--- src/hdl/lxr_pkg.sv ---
// ----------------------------------------------------------------------------
// Lexer package
// Character classes, scan modes, keyword matcher codes, token kinds and the
// small decode functions shared by the front and back parts of the lexer.
// ----------------------------------------------------------------------------
package lxr_pkg;

  localparam int FQ_DEPTH = 4;
  localparam int FQ_AW    = $clog2(FQ_DEPTH);
  localparam int FQ_CW    = $clog2(FQ_DEPTH + 1);
  localparam int OQ_DEPTH = 4;
  localparam int OQ_AW    = $clog2(OQ_DEPTH);
  localparam int OQ_CW    = $clog2(OQ_DEPTH + 1);

  // Character classes.
  localparam logic [2:0] C_BLANK  = 3'd0;
  localparam logic [2:0] C_ALPHA  = 3'd1;
  localparam logic [2:0] C_DIGIT  = 3'd2;
  localparam logic [2:0] C_LT     = 3'd3;
  localparam logic [2:0] C_GT     = 3'd4;
  localparam logic [2:0] C_DOT    = 3'd5;
  localparam logic [2:0] C_SINGLE = 3'd6;
  localparam logic [2:0] C_BAD    = 3'd7;

  // Scan modes.
  localparam logic [2:0] M_IDLE  = 3'd0;
  localparam logic [2:0] M_IDENT = 3'd1;
  localparam logic [2:0] M_INT   = 3'd2;
  localparam logic [2:0] M_DOT   = 3'd3;
  localparam logic [2:0] M_FRAC  = 3'd4;
  localparam logic [2:0] M_LT    = 3'd5;
  localparam logic [2:0] M_GT    = 3'd6;
  localparam logic [2:0] M_HALT  = 3'd7;

  // Keyword prefix states.
  localparam logic [3:0] K_START = 4'd0;
  localparam logic [3:0] K_I     = 4'd1;
  localparam logic [3:0] K_IF    = 4'd2;
  localparam logic [3:0] K_IN    = 4'd3;
  localparam logic [3:0] K_INT   = 4'd4;
  localparam logic [3:0] K_E     = 4'd5;
  localparam logic [3:0] K_EL    = 4'd6;
  localparam logic [3:0] K_ELS   = 4'd7;
  localparam logic [3:0] K_ELSE  = 4'd8;
  localparam logic [3:0] K_F     = 4'd9;
  localparam logic [3:0] K_FO    = 4'd10;
  localparam logic [3:0] K_FOR   = 4'd11;
  localparam logic [3:0] K_NONE  = 4'd12;

  // Token kinds.
  localparam logic [4:0] T_ID     = 5'd0;
  localparam logic [4:0] T_NUM    = 5'd1;
  localparam logic [4:0] T_LE     = 5'd2;
  localparam logic [4:0] T_GE     = 5'd3;
  localparam logic [4:0] T_NE     = 5'd4;
  localparam logic [4:0] T_IF     = 5'd5;
  localparam logic [4:0] T_ELSE   = 5'd6;
  localparam logic [4:0] T_FOR    = 5'd7;
  localparam logic [4:0] T_INTKW  = 5'd8;
  localparam logic [4:0] T_LT     = 5'd9;
  localparam logic [4:0] T_GT     = 5'd10;
  localparam logic [4:0] T_EQ     = 5'd11;
  localparam logic [4:0] T_SEMI   = 5'd12;
  localparam logic [4:0] T_PLUS   = 5'd13;
  localparam logic [4:0] T_MINUS  = 5'd14;
  localparam logic [4:0] T_STAR   = 5'd15;
  localparam logic [4:0] T_SLASH  = 5'd16;
  localparam logic [4:0] T_LPAR   = 5'd17;
  localparam logic [4:0] T_RPAR   = 5'd18;
  localparam logic [4:0] T_END    = 5'd19;
  localparam logic [4:0] T_BAD    = 5'd20;
  localparam logic [4:0] T_DIGIT  = 5'd21;

  typedef struct packed {
    logic       eoi;
    logic [2:0] cls;
    logic [4:0] skind;
    logic [7:0] ch;
  } cls_item_t;

  typedef struct packed {
    logic [4:0] kind;
    logic [7:0] len;
    logic       last;
  } res_t;

  function automatic logic [4:0] single_kind(input logic [7:0] c);
    logic [4:0] k;
    case (c)
      8'h3D: k = T_EQ;
      8'h3B: k = T_SEMI;
      8'h2B: k = T_PLUS;
      8'h2D: k = T_MINUS;
      8'h2A: k = T_STAR;
      8'h2F: k = T_SLASH;
      8'h28: k = T_LPAR;
      8'h29: k = T_RPAR;
      default: k = T_ID;
    endcase
    return k;
  endfunction

  function automatic logic [2:0] classify(input logic [7:0] c);
    logic [2:0] r;
    if ((c >= 8'h61 && c <= 8'h7A) || (c >= 8'h41 && c <= 8'h5A) || c == 8'h5F) begin
      r = C_ALPHA;
    end else if (c >= 8'h30 && c <= 8'h39) begin
      r = C_DIGIT;
    end else if (c == 8'h20 || c == 8'h0A || c == 8'h09) begin
      r = C_BLANK;
    end else if (c == 8'h3C) begin
      r = C_LT;
    end else if (c == 8'h3E) begin
      r = C_GT;
    end else if (c == 8'h2E) begin
      r = C_DOT;
    end else if (single_kind(c) != T_ID) begin
      r = C_SINGLE;
    end else begin
      r = C_BAD;
    end
    return r;
  endfunction

  function automatic logic [3:0] kw_next(input logic [3:0] k, input logic [7:0] c);
    logic [3:0] r;
    r = K_NONE;
    case (k)
      K_START: begin
        if (c == 8'h69) r = K_I;
        else if (c == 8'h65) r = K_E;
        else if (c == 8'h66) r = K_F;
      end
      K_I: begin
        if (c == 8'h66) r = K_IF;
        else if (c == 8'h6E) r = K_IN;
      end
      K_IN:  if (c == 8'h74) r = K_INT;
      K_E:   if (c == 8'h6C) r = K_EL;
      K_EL:  if (c == 8'h73) r = K_ELS;
      K_ELS: if (c == 8'h65) r = K_ELSE;
      K_F:   if (c == 8'h6F) r = K_FO;
      K_FO:  if (c == 8'h72) r = K_FOR;
      default: r = K_NONE;
    endcase
    return r;
  endfunction

  function automatic logic [4:0] word_kind(input logic [3:0] k);
    logic [4:0] r;
    case (k)
      K_IF:   r = T_IF;
      K_ELSE: r = T_ELSE;
      K_FOR:  r = T_FOR;
      K_INT:  r = T_INTKW;
      default: r = T_ID;
    endcase
    return r;
  endfunction

  function automatic logic [7:0] sat_inc(input logic [7:0] v);
    return (v == 8'hFF) ? v : v + 8'd1;
  endfunction

endpackage

--- src/hdl/lxr_front.sv ---
// ----------------------------------------------------------------------------
// Lexer front
// Accepts characters, classifies each one and holds the classified items in
// a short queue that the back part drains.
// ----------------------------------------------------------------------------
module lxr_front import lxr_pkg::*; (
  input  logic       clk,
  input  logic       rst_n,
  input  logic       in_push,
  input  logic [7:0] in_ch,
  input  logic       in_end_of_input,
  output logic       in_full,
  output logic       item_valid,
  output cls_item_t  item,
  input  logic       item_pop
);

  cls_item_t           q_r [FQ_DEPTH];
  logic [FQ_AW-1:0]    wp_r, wp_nxt;
  logic [FQ_AW-1:0]    rp_r, rp_nxt;
  logic [FQ_CW-1:0]    cnt_r, cnt_nxt;
  logic                push_ok;
  logic                pop_ok;
  cls_item_t           new_item;

  assign in_full    = (cnt_r == FQ_CW'(FQ_DEPTH));
  assign item_valid = (cnt_r != '0);
  assign item       = q_r[rp_r];
  assign push_ok    = in_push && !in_full;
  assign pop_ok     = item_pop && item_valid;

  always_comb begin
    new_item.eoi   = in_end_of_input;
    new_item.cls   = classify(in_ch);
    new_item.skind = single_kind(in_ch);
    new_item.ch    = in_ch;
    wp_nxt  = push_ok ? wp_r + FQ_AW'(1) : wp_r;
    rp_nxt  = pop_ok ? rp_r + FQ_AW'(1) : rp_r;
    cnt_nxt = cnt_r + FQ_CW'(push_ok) - FQ_CW'(pop_ok);
  end

  always_ff @(posedge clk) begin
    if (!rst_n) begin
      wp_r  <= '0;
      rp_r  <= '0;
      cnt_r <= '0;
    end else begin
      wp_r  <= wp_nxt;
      rp_r  <= rp_nxt;
      cnt_r <= cnt_nxt;
    end
  end

  always_ff @(posedge clk) begin
    if (push_ok) begin
      q_r[wp_r] <= new_item;
    end
  end

endmodule

--- src/hdl/lxr_back.sv ---
// ----------------------------------------------------------------------------
// Lexer back
// Runs the scan state machine on classified items and writes up to two
// tokens per item into the result queue.
// ----------------------------------------------------------------------------
module lxr_back import lxr_pkg::*; (
  input  logic       clk,
  input  logic       rst_n,
  input  logic       item_valid,
  input  cls_item_t  item,
  output logic       item_pop,
  output logic       out_empty,
  input  logic       out_pop,
  output logic [4:0] out_token_kind,
  output logic [7:0] out_lexeme_length,
  output logic       out_last
);

  logic [2:0]       mode_r, mode_nxt;
  logic [3:0]       kw_r, kw_nxt;
  logic [7:0]       len_r, len_nxt;
  res_t             q_r [OQ_DEPTH];
  logic [OQ_AW-1:0] wp_r, wp_nxt;
  logic [OQ_AW-1:0] rp_r, rp_nxt;
  logic [OQ_CW-1:0] cnt_r, cnt_nxt;
  logic             take;
  logic             pop_ok;
  logic [2:0]       st_mode;
  logic [3:0]       st_kw;
  logic [7:0]       st_len;
  logic             st_v;
  logic [4:0]       st_kind;
  logic             a_v, b_v;
  logic [4:0]       a_kind, b_kind;
  logic [7:0]       a_len, b_len;
  res_t             first, second;
  logic [1:0]       n_push;
  res_t             head;

  assign take     = item_valid && (cnt_r <= OQ_CW'(OQ_DEPTH - 2));
  assign item_pop = take;
  assign out_empty = (cnt_r == '0);
  assign pop_ok   = out_pop && !out_empty;
  assign head     = q_r[rp_r];
  assign out_token_kind    = head.kind;
  assign out_lexeme_length = head.len;
  assign out_last          = head.last;

  always_comb begin
    st_mode = M_IDLE;
    st_kw   = K_START;
    st_len  = 8'd0;
    st_v    = 1'b0;
    st_kind = T_ID;
    case (item.cls)
      C_ALPHA: begin
        st_mode = M_IDENT;
        st_len  = 8'd1;
        st_kw   = kw_next(K_START, item.ch);
      end
      C_DIGIT: begin
        st_mode = M_INT;
        st_len  = 8'd1;
      end
      C_LT: begin
        st_mode = M_LT;
        st_len  = 8'd1;
      end
      C_GT: begin
        st_mode = M_GT;
        st_len  = 8'd1;
      end
      C_SINGLE: begin
        st_v    = 1'b1;
        st_kind = item.skind;
      end
      C_DOT, C_BAD: begin
        st_v    = 1'b1;
        st_kind = T_BAD;
        st_mode = M_HALT;
      end
      default: st_mode = M_IDLE;
    endcase
  end

  always_comb begin
    mode_nxt = mode_r;
    kw_nxt   = kw_r;
    len_nxt  = len_r;
    a_v      = 1'b0;
    a_kind   = T_ID;
    a_len    = 8'd0;
    b_v      = 1'b0;
    b_kind   = T_ID;
    b_len    = 8'd0;
    if (take && mode_r != M_HALT) begin
      if (item.eoi) begin
        case (mode_r)
          M_IDENT: begin
            a_v = 1'b1; a_kind = word_kind(kw_r); a_len = len_r;
          end
          M_INT, M_FRAC: begin
            a_v = 1'b1; a_kind = T_NUM; a_len = len_r;
          end
          M_LT: begin
            a_v = 1'b1; a_kind = T_LT; a_len = 8'd1;
          end
          M_GT: begin
            a_v = 1'b1; a_kind = T_GT; a_len = 8'd1;
          end
          M_DOT: begin
            a_v = 1'b1; a_kind = T_DIGIT; a_len = len_r;
          end
          default: a_v = 1'b0;
        endcase
        if (mode_r == M_DOT) begin
          mode_nxt = M_HALT;
        end else begin
          b_v = 1'b1; b_kind = T_END; b_len = 8'd0;
          mode_nxt = M_IDLE;
          kw_nxt   = K_START;
          len_nxt  = 8'd0;
        end
      end else begin
        case (mode_r)
          M_IDENT: begin
            if (item.cls == C_ALPHA || item.cls == C_DIGIT) begin
              kw_nxt  = kw_next(kw_r, item.ch);
              len_nxt = sat_inc(len_r);
            end else begin
              a_v = 1'b1; a_kind = word_kind(kw_r); a_len = len_r;
              mode_nxt = st_mode; kw_nxt = st_kw; len_nxt = st_len;
              b_v = st_v; b_kind = st_kind; b_len = 8'd1;
            end
          end
          M_INT: begin
            if (item.cls == C_DIGIT) begin
              len_nxt = sat_inc(len_r);
            end else if (item.cls == C_DOT) begin
              len_nxt  = sat_inc(len_r);
              mode_nxt = M_DOT;
            end else begin
              a_v = 1'b1; a_kind = T_NUM; a_len = len_r;
              mode_nxt = st_mode; kw_nxt = st_kw; len_nxt = st_len;
              b_v = st_v; b_kind = st_kind; b_len = 8'd1;
            end
          end
          M_DOT: begin
            if (item.cls == C_DIGIT) begin
              len_nxt  = sat_inc(len_r);
              mode_nxt = M_FRAC;
            end else begin
              a_v = 1'b1; a_kind = T_DIGIT; a_len = len_r;
              mode_nxt = M_HALT;
            end
          end
          M_FRAC: begin
            if (item.cls == C_DIGIT) begin
              len_nxt = sat_inc(len_r);
            end else begin
              a_v = 1'b1; a_kind = T_NUM; a_len = len_r;
              mode_nxt = st_mode; kw_nxt = st_kw; len_nxt = st_len;
              b_v = st_v; b_kind = st_kind; b_len = 8'd1;
            end
          end
          M_LT: begin
            if (item.skind == T_EQ) begin
              a_v = 1'b1; a_kind = T_LE; a_len = 8'd2;
              mode_nxt = M_IDLE; kw_nxt = K_START; len_nxt = 8'd0;
            end else if (item.cls == C_GT) begin
              a_v = 1'b1; a_kind = T_NE; a_len = 8'd2;
              mode_nxt = M_IDLE; kw_nxt = K_START; len_nxt = 8'd0;
            end else begin
              a_v = 1'b1; a_kind = T_LT; a_len = 8'd1;
              mode_nxt = st_mode; kw_nxt = st_kw; len_nxt = st_len;
              b_v = st_v; b_kind = st_kind; b_len = 8'd1;
            end
          end
          M_GT: begin
            if (item.skind == T_EQ) begin
              a_v = 1'b1; a_kind = T_GE; a_len = 8'd2;
              mode_nxt = M_IDLE; kw_nxt = K_START; len_nxt = 8'd0;
            end else begin
              a_v = 1'b1; a_kind = T_GT; a_len = 8'd1;
              mode_nxt = st_mode; kw_nxt = st_kw; len_nxt = st_len;
              b_v = st_v; b_kind = st_kind; b_len = 8'd1;
            end
          end
          default: begin
            mode_nxt = st_mode; kw_nxt = st_kw; len_nxt = st_len;
            a_v = st_v; a_kind = st_kind; a_len = 8'd1;
          end
        endcase
      end
    end
  end

  always_comb begin
    if (a_v) begin
      first.kind = a_kind;
      first.len  = a_len;
      first.last = !b_v;
    end else begin
      first.kind = b_kind;
      first.len  = b_len;
      first.last = 1'b1;
    end
    second.kind = b_kind;
    second.len  = b_len;
    second.last = 1'b1;
    n_push  = 2'(a_v) + 2'(b_v);
    wp_nxt  = wp_r + OQ_AW'(n_push);
    rp_nxt  = pop_ok ? rp_r + OQ_AW'(1) : rp_r;
    cnt_nxt = cnt_r + OQ_CW'(n_push) - OQ_CW'(pop_ok);
  end

  always_ff @(posedge clk) begin
    if (!rst_n) begin
      mode_r <= M_IDLE;
      kw_r   <= K_START;
      len_r  <= 8'd0;
      wp_r   <= '0;
      rp_r   <= '0;
      cnt_r  <= '0;
    end else begin
      mode_r <= mode_nxt;
      kw_r   <= kw_nxt;
      len_r  <= len_nxt;
      wp_r   <= wp_nxt;
      rp_r   <= rp_nxt;
      cnt_r  <= cnt_nxt;
    end
  end

  always_ff @(posedge clk) begin
    if (n_push != 2'd0) begin
      q_r[wp_r] <= first;
    end
    if (n_push == 2'd2) begin
      q_r[wp_r + OQ_AW'(1)] <= second;
    end
  end

  a_halt_sticks: assert property (@(posedge clk) disable iff (!rst_n)
    (mode_r == M_HALT) |=> (mode_r == M_HALT))
    else $error("Scanner left the halted mode without reset.");

  a_cnt_bound: assert property (@(posedge clk) disable iff (!rst_n)
    cnt_r <= OQ_CW'(OQ_DEPTH))
    else $error("Result queue count exceeds its depth.");

  a_end_is_last: assert property (@(posedge clk) disable iff (!rst_n)
    (!out_empty && out_token_kind == T_END) |-> (out_last && out_lexeme_length == 8'd0))
    else $error("End token is not the final result of its item.");

  a_halt_silent: assert property (@(posedge clk) disable iff (!rst_n)
    (mode_r == M_HALT) |-> (n_push == 2'd0))
    else $error("Halted scanner produced a token.");

endmodule

--- src/hdl/keyword_aware_lexer_unit.sv ---
// ----------------------------------------------------------------------------
// Keyword-aware lexer unit
// Scans a byte stream into tokens: identifiers, the keywords if, else, for
// and int, numbers, relational operators and single-character operators.
//
// Input channel: in_ch and in_end_of_input are taken at an edge with in_push
// high and in_full low. Result channel: while out_empty is low the oldest
// token sits on out_token_kind, out_lexeme_length and out_last; it is
// removed at an edge with out_pop high. One character gives zero, one or two
// tokens, and out_last marks the final token of that character.
// Throughput is one character per cycle while in_full is low; the result side
// drains one token per cycle, so characters that give two tokens are
// limited by out_pop. An accepted character waits in the classify queue
// until the scan state machine takes it, which needs room for two tokens,
// and writes its tokens into the result queue that drives the outputs.
// A stalled receiver backs up the result queue, then the classify queue,
// and in_full rises. A bad character, a stray dot or a missing fraction digit
// halts the scanner; later characters are accepted and dropped until reset.
// Reset empties both queues and returns the scanner to its idle mode.
// ----------------------------------------------------------------------------
module keyword_aware_lexer_unit import lxr_pkg::*; (
  input  logic       clk,
  input  logic       rst_n,
  input  logic       in_push,
  input  logic [7:0] in_ch,
  input  logic       in_end_of_input,
  output logic       in_full,
  output logic       out_empty,
  input  logic       out_pop,
  output logic [4:0] out_token_kind,
  output logic [7:0] out_lexeme_length,
  output logic       out_last
);

  logic      item_valid;
  logic      item_pop;
  cls_item_t item;

  lxr_front u_front (
    .clk             (clk),
    .rst_n           (rst_n),
    .in_push         (in_push),
    .in_ch           (in_ch),
    .in_end_of_input (in_end_of_input),
    .in_full         (in_full),
    .item_valid      (item_valid),
    .item            (item),
    .item_pop        (item_pop)
  );

  lxr_back u_back (
    .clk               (clk),
    .rst_n             (rst_n),
    .item_valid        (item_valid),
    .item              (item),
    .item_pop          (item_pop),
    .out_empty         (out_empty),
    .out_pop           (out_pop),
    .out_token_kind    (out_token_kind),
    .out_lexeme_length (out_lexeme_length),
    .out_last          (out_last)
  );

endmodule

--- config.mk ---
export PLATFORM = sky130hd
export DESIGN_NAME = keyword_aware_lexer_unit
export DESIGN_NICKNAME = d
export VERILOG_FILES = /design/src/hdl/lxr_pkg.sv /design/src/hdl/lxr_front.sv /design/src/hdl/lxr_back.sv /design/src/hdl/keyword_aware_lexer_unit.sv
export SDC_FILE = /design/constraint.sdc
export NUM_CORES = 1
export LEC_CHECK = 0
export ABC_AREA = 1
export ABC_CLOCK_PERIOD_IN_PS = 4019
export BUFFER_PORTS_ARGS = -buffer_cell sky130_fd_sc_hd__buf_4
export CAP_MARGIN = 5
export CORE_ASPECT_RATIO = 1.5
export CORE_MARGIN = 2
export CORE_UTILIZATION = 32
export CTS_CLUSTER_SIZE = 8
export DETAILED_ROUTE_END_ITERATION = 16
export GPL_ROUTABILITY_DRIVEN = 0
export REMOVE_ABC_BUFFERS = 1
export SETUP_SLACK_MARGIN = 0.1
export SYNTH_ARGS = -nofsm -noshare
export SYNTH_HDL_FRONTEND = slang
export SYNTH_SLANG_ARGS = --single-unit
--- constraint.sdc ---
create_clock -name clk -period 4.02 [get_ports clk]
set_clock_uncertainty 0.1 [all_clocks]
set_input_delay 1.206 -clock clk [delete_from_list [all_inputs] [get_ports clk]]
set_output_delay 1.206 -clock clk [all_outputs]
set_load 0.05 [all_outputs]
Word level (Yosys, flattened, before mapping)
Memory sizes are Yosys's and may differ from the RTL's. A register that Yosys moved wholly into a read port is not among the register bits.
Cells that the tools add are included.
{"block": "word_totals", "regBits": 29, "ramBits": 124, "inputBits": 13, "mem_count": 2}
{"memory": "u_front.q_r", "depth": 4, "width": 17, "rd": 1, "rd_ports_with_merged_regs": 1, "wr": 1, "line": "lxr_front.sv:18", "text": "cls_item_t q_r [FQ_DEPTH];"}
{"memory": "u_back.q_r", "depth": 4, "width": 14, "rd": 1, "rd_ports_with_merged_regs": 1, "wr": 2, "line": "lxr_back.sv:22", "text": "res_t q_r [OQ_DEPTH];"}
{"block": "classes", "add_sub_neg": 11, "magnitude_cmp": 7, "n_eq_ne": 59, "n_mux": 139, "n_bitwise": 1, "reduce_logical": 32}
{"op": "$mux W8", "count": 20}
{"op": "$mux W5", "count": 21}
{"op": "$eq A8 B6 Y1 const B", "count": 12}
{"op": "$eq A8 B7 Y1 const B", "count": 10}
{"op": "$mux W4", "count": 20}
{"op": "$pmux W8 S5", "count": 2}
{"op": "$mux W3", "count": 19}
{"op": "$pmux W5 S5", "count": 2}
{"op": "$pmux W8 S6", "count": 1}
{"op": "$pmux W5 S8", "count": 1}
{"op": "$mux W1", "count": 35}
{"op": "$pmux W4 S8", "count": 1}
{"op": "$pmux W5 S6", "count": 1}
{"op": "$eq A3 B3 Y1 const B", "count": 8}
{"op": "$pmux W4 S6", "count": 1}
{"op": "$pmux W3 S6", "count": 1}
{"op": "$eq A4 B3 Y1 const B", "count": 4}
{"op": "$eq A4 B4 Y1 const B", "count": 4}
{"op": "$eq A8 B4 Y1 const B", "count": 2}
{"op": "$ge A8 B7 Y1 const B", "count": 2}
{"op": "$le A8 B7 Y1 const B", "count": 2}
{"op": "$pmux W4 S4", "count": 1}
{"op": "$pmux W8 S2", "count": 1}
{"op": "$ne A3 B3 Y1 const B", "count": 5}
{"op": "other kinds (40)", "count": 73}

Depth between registers and ports, before layout
{"block": "depth", "ltp_word": 16, "mapped_depth": 22, "ltp_nobuf": 20}

Hierarchy
A second synthesis with hierarchy kept.
{"block": "hier_totals", "cells_unflattened": 1051, "hier_area_um2": 8320.5}
{"module": "lxr_back", "instances": 1, "cells_each": 755, "area_each_um2": 5001.0, "seq_area_each_um2": 1841.8}
{"module": "lxr_front", "instances": 1, "cells_each": 296, "area_each_um2": 3319.4, "seq_area_each_um2": 2222.1}

Worst setup path before layout
No wires, ideal clock.
{"block": "synth_path", "path_kind": "register to output", "start": "register with a tool-made name", "end": "output port out_token_kind[2]", "t_arrival_ns": 1.692, "required_ns": 2.714, "path_slack_ns": 1.022, "stages_incl_launch_ff": 5, "path_buffers": 2, "cell_sequence": "dfxtp_1 clkbuf_1 clkbuf_1 nor2_1 o22ai_1"}
{"item": "end, declared", "line": "keyword_aware_lexer_unit.sv:30", "text": "output logic [4:0] out_token_kind,"}

==> results.yml <==
final_layout:
  synthToLayoutAreaGrowth_pct: 13.7
  drive_gt1_frac: 0.115
  layout.cells.most_common_list: "354 x nand2_1, 125 x nor2_1, 116 x nand3_1, 115 x inv_1, 92 x edfxtp_1"
  finalNetCount: 1218
  antenna_cells: 0
  final_cell_count_no_fill: 1544
  num-fill-cells: 2834
  layout_commonest_cell: "nand2_1"
floorplan:
  placeableCoreArea_sq_um: 27000
  placementRows: 74
  num_io_pins: 29
  starting_density: 0.322
  fp.dieArea_sq_um: 28600
  die_w_microns: 139
  die-height_microns: 206
clocking:
  cts.path.max_buffers: 2
  clk_root_buffer_cell: "clkbuf_16"
  cts_setup_buffers: 0
  post_cts_hold_buffer_count: 0
  worst_setup_hold_path_clk_slew_ns: 0.06
  tritoncts_num_sinks: 157
  clock_insertion_delay_worst_skew_ns: 0.43
  cts_tree: "yes"
  clock_tree.htree_level_count: 4
  tritoncts.num_buffers: 17
setup_path:
  regToRegEndpoint: "u_back.cnt_r[2]"
  ff_to_ff_path_depth: 17
  element_type_at_the_critical_path_start: "flip-flop"
  worstSetupEndpointType: "flip-flop"
  timing.critical_path.to: "u_back.cnt_r[2]"
  worst_ep_arrival_time_ns: 3.78
  worstPathMaxFanout: 23
  critPathRequiredTime_ns: 4.23
  criticalPathCategory: "flip-flop to flip-flop"
  ff2ff_setup_slack_ns: 0.45
sta:
  fin_crit_sh: 0.889
  max_freq_mhz: 280
  grt_setup_unrepaired: "no"
  max_slew.worst_pin.slew_ns: 0.761
  relSlewSlack: 0.493
  final_max_slew_viol_count: 0
  setup_violations: 0
  fin_tns_setup_ns: 0
  final_hold_viols: 0
  timing.final.crit_period_ns: 3.57
yosys:
  syn_area_per_cell_sq_um: 7.57
  synth_seq_area_share: 0.466
  postSynth.asyncResetShare: 0
  synth-main-ff-cell: "edfxtp_1"
  synth.ff_latch_count: 157
  post_synth_edffs: 92
  syn_area_sq_um: 8720
  synth.yosys.warnings: 0
  postSynthCellCount: 1152
  synth.distinct_cells: 50
routing:
  drt_drc_violations_left: 0
  num_vias: 7512
  drt-wirelength-per-cell_microns: 14.0
  first_pass_iters: 7
  drt_wl_total_microns: 21700
  drt-initial-drc-count: 468
  route.antenna.remaining_nets: 0
  post_drt_via_cell_ratio: 4.87
run_status:
  outcome: "finished, final reports clean"
global_route:
  grt_pass1_wl_microns: 35600
  antenna_found_initial: 0
  first_global_vias: 7246
  grt_overflow: 0
  grt_max_degree: 37
  grtUsageTotal: 0.154
power_and_ir_drop:
  power-per-cell-area_nw_per_um2: 768
  p_leak_nw: 4.30
  ir_worst_vdd_mv: 0.434
placed_design:
  inst_count_dp: 1512
  dp_hpwl_microns: 16000
  port-buffer-count: 28
run:
  timing.max_cap.violations: 0
hold_path:
  hold_path.class: "flip-flop to flip-flop"
[worst min path at each step]
stage / endpoint / from / depth (start not counted) / slack, ns
CTS: u_back.q_r[2][6] / u_back.q_r[2][6] / 2 / 0.35
finish: u_back.q_r[0][4] / u_back.q_r[0][4] / 2 / 0.35
detailed placement: u_back.q_r[2][6] / u_back.q_r[2][6] / 2 / 0.34
global route: u_back.q_r[2][4] / u_back.q_r[2][4] / 2 / 0.37
floorplan: u_back.q_r[1][8] / u_back.q_r[1][8] / 2 / 0.32
global placement: u_back.q_r[2][6] / u_back.q_r[2][6] / 2 / 0.33
[stage by stage]
| step | cell area (sq um) | util | hold WS [ns] | setup WS, ns | power, W |
|---|---|---|---|---|---|
| 6_report | 9910 | 0.367 | 0.352 | 0.445 | 0.00761 |
| 3_5_place_dp | 9300 | 0.344 | 0.339 | 0.477 | 0.00598 |
| 2_1_floorplan | 8530 | - | 0.321 | 0.0183 | 0.00489 |
| 3_3_place_gp | 9300 | 0.344 | 0.334 | 0.534 | 0.00596 |
| 5_1_grt | 9910 | 0.367 | 0.371 | 0.142 | 0.00818 |
| 4_1_cts | 9900 | 0.366 | 0.354 | 0.235 | 0.00764 |
[routing by layer]
metal  wire length [microns]  GRT usage
met5                       0          0
met4                     802     0.0740
met3                     788     0.0276
met2                   11400      0.292
met1                    8740      0.164
[repair_timing]
action / 4_1_cts / 5_1_grt
hold endpoints to repair: 0 / 0
resized for setup: 0 / 7
setup endpoints to repair: 0 / 24
[cells by family (layout without fill, tap and decap cells)]
family | Yosys count | in the layout | share of synthesized area
multiplexers | 1 | 1 | 0.00115
flip-flops | 157 | 157 | 0.466
XOR/XNOR | 2 | 2 | 0.00201
AND/OR/NAND/NOR | 675 | 675 | 0.337
buffers and inverters | 161 | 211 | 0.0794
adder cells (fa/ha/maj) | 16 | 16 | 0.0247
AO/OA/AOI/OAI | 140 | 140 | 0.0900
[cell usage after synthesis, types with 2 or more instances]
library cell	n	share of area
nand2_2	15	0.011
fa_1	2	0.0046
a31oi_1	2	0.0014
nor4_1	4	0.0029
inv_2	14	0.0060
clkinv_1	2	0.00086
nand3_2	5	0.0057
dfxtp_1	65	0.15
a211oi_1	3	0.0026
a21oi_1	30	0.017
nand3b_1	3	0.0026
o21ai_0	70	0.040
o31ai_1	4	0.0034
edfxtp_1	92	0.32
nand3_1	116	0.067
nor2_4	4	0.0052
nor2_1	126	0.054
nor3_1	15	0.0086
o22ai_1	16	0.011
buf_2	6	0.0034
o21ai_2	2	0.0020
inv_1	116	0.050
nand2_4	4	0.0052
buf_6	6	0.0078
buf_4	8	0.0069
o21ai_1	4	0.0023
nand2_1	356	0.15
ha_1	14	0.020
nand4_1	10	0.0072
nor3b_1	2	0.0017
nor2_2	10	0.0072
clkbuf_1	8	0.0034
[final cells by class]
cell class              count  area [sq um]  area share
flip-flops and latches    157          4060       0.410
multi-input cells         834          3970       0.400
inverters                 133           510      0.0515
clock buffers              22           454      0.0458
well taps                 342           428      0.0432
repair buffers             46           345      0.0348
clock inverters            10           143      0.0144
[flip-flops by register name, summed over array words and instances (netlist names), 3 cells and up, named ones only]
name / flops
u_back.len_r: 8
u_back.kw_r: 4
u_back.mode_r: 3
u_back.cnt_r: 3
u_front.cnt_r: 3
u_front.q_r: 68
u_back.q_r: 56
[critical path: stages (launching register included)]
cell	delay (ns)
dfxtp_1	0.38
buf_4	0.31
nand3_1	0.14
nand2_2	0.15
nand3_2	0.27
nand3_1	0.25
nand2_1	0.10
o21ai_2	0.14
nand2_2	0.11
nand2_8	0.13
inv_2	0.08
ha_1	0.19
inv_1	0.12
ha_1	0.27
fa_1	0.44
xor2_1	0.17
inv_1	0.06
nor2_1	0.03
[power by group]
group,leakage [nW],total [W],internal (W),switching [W]
registers,1.40,0.00213,0.00200,0.000131
logic,2.62,0.00384,0.00106,0.00278
clock network,0.277,0.00165,0.000994,0.000654
Note: power is estimated with default switching activity, not from simulation.
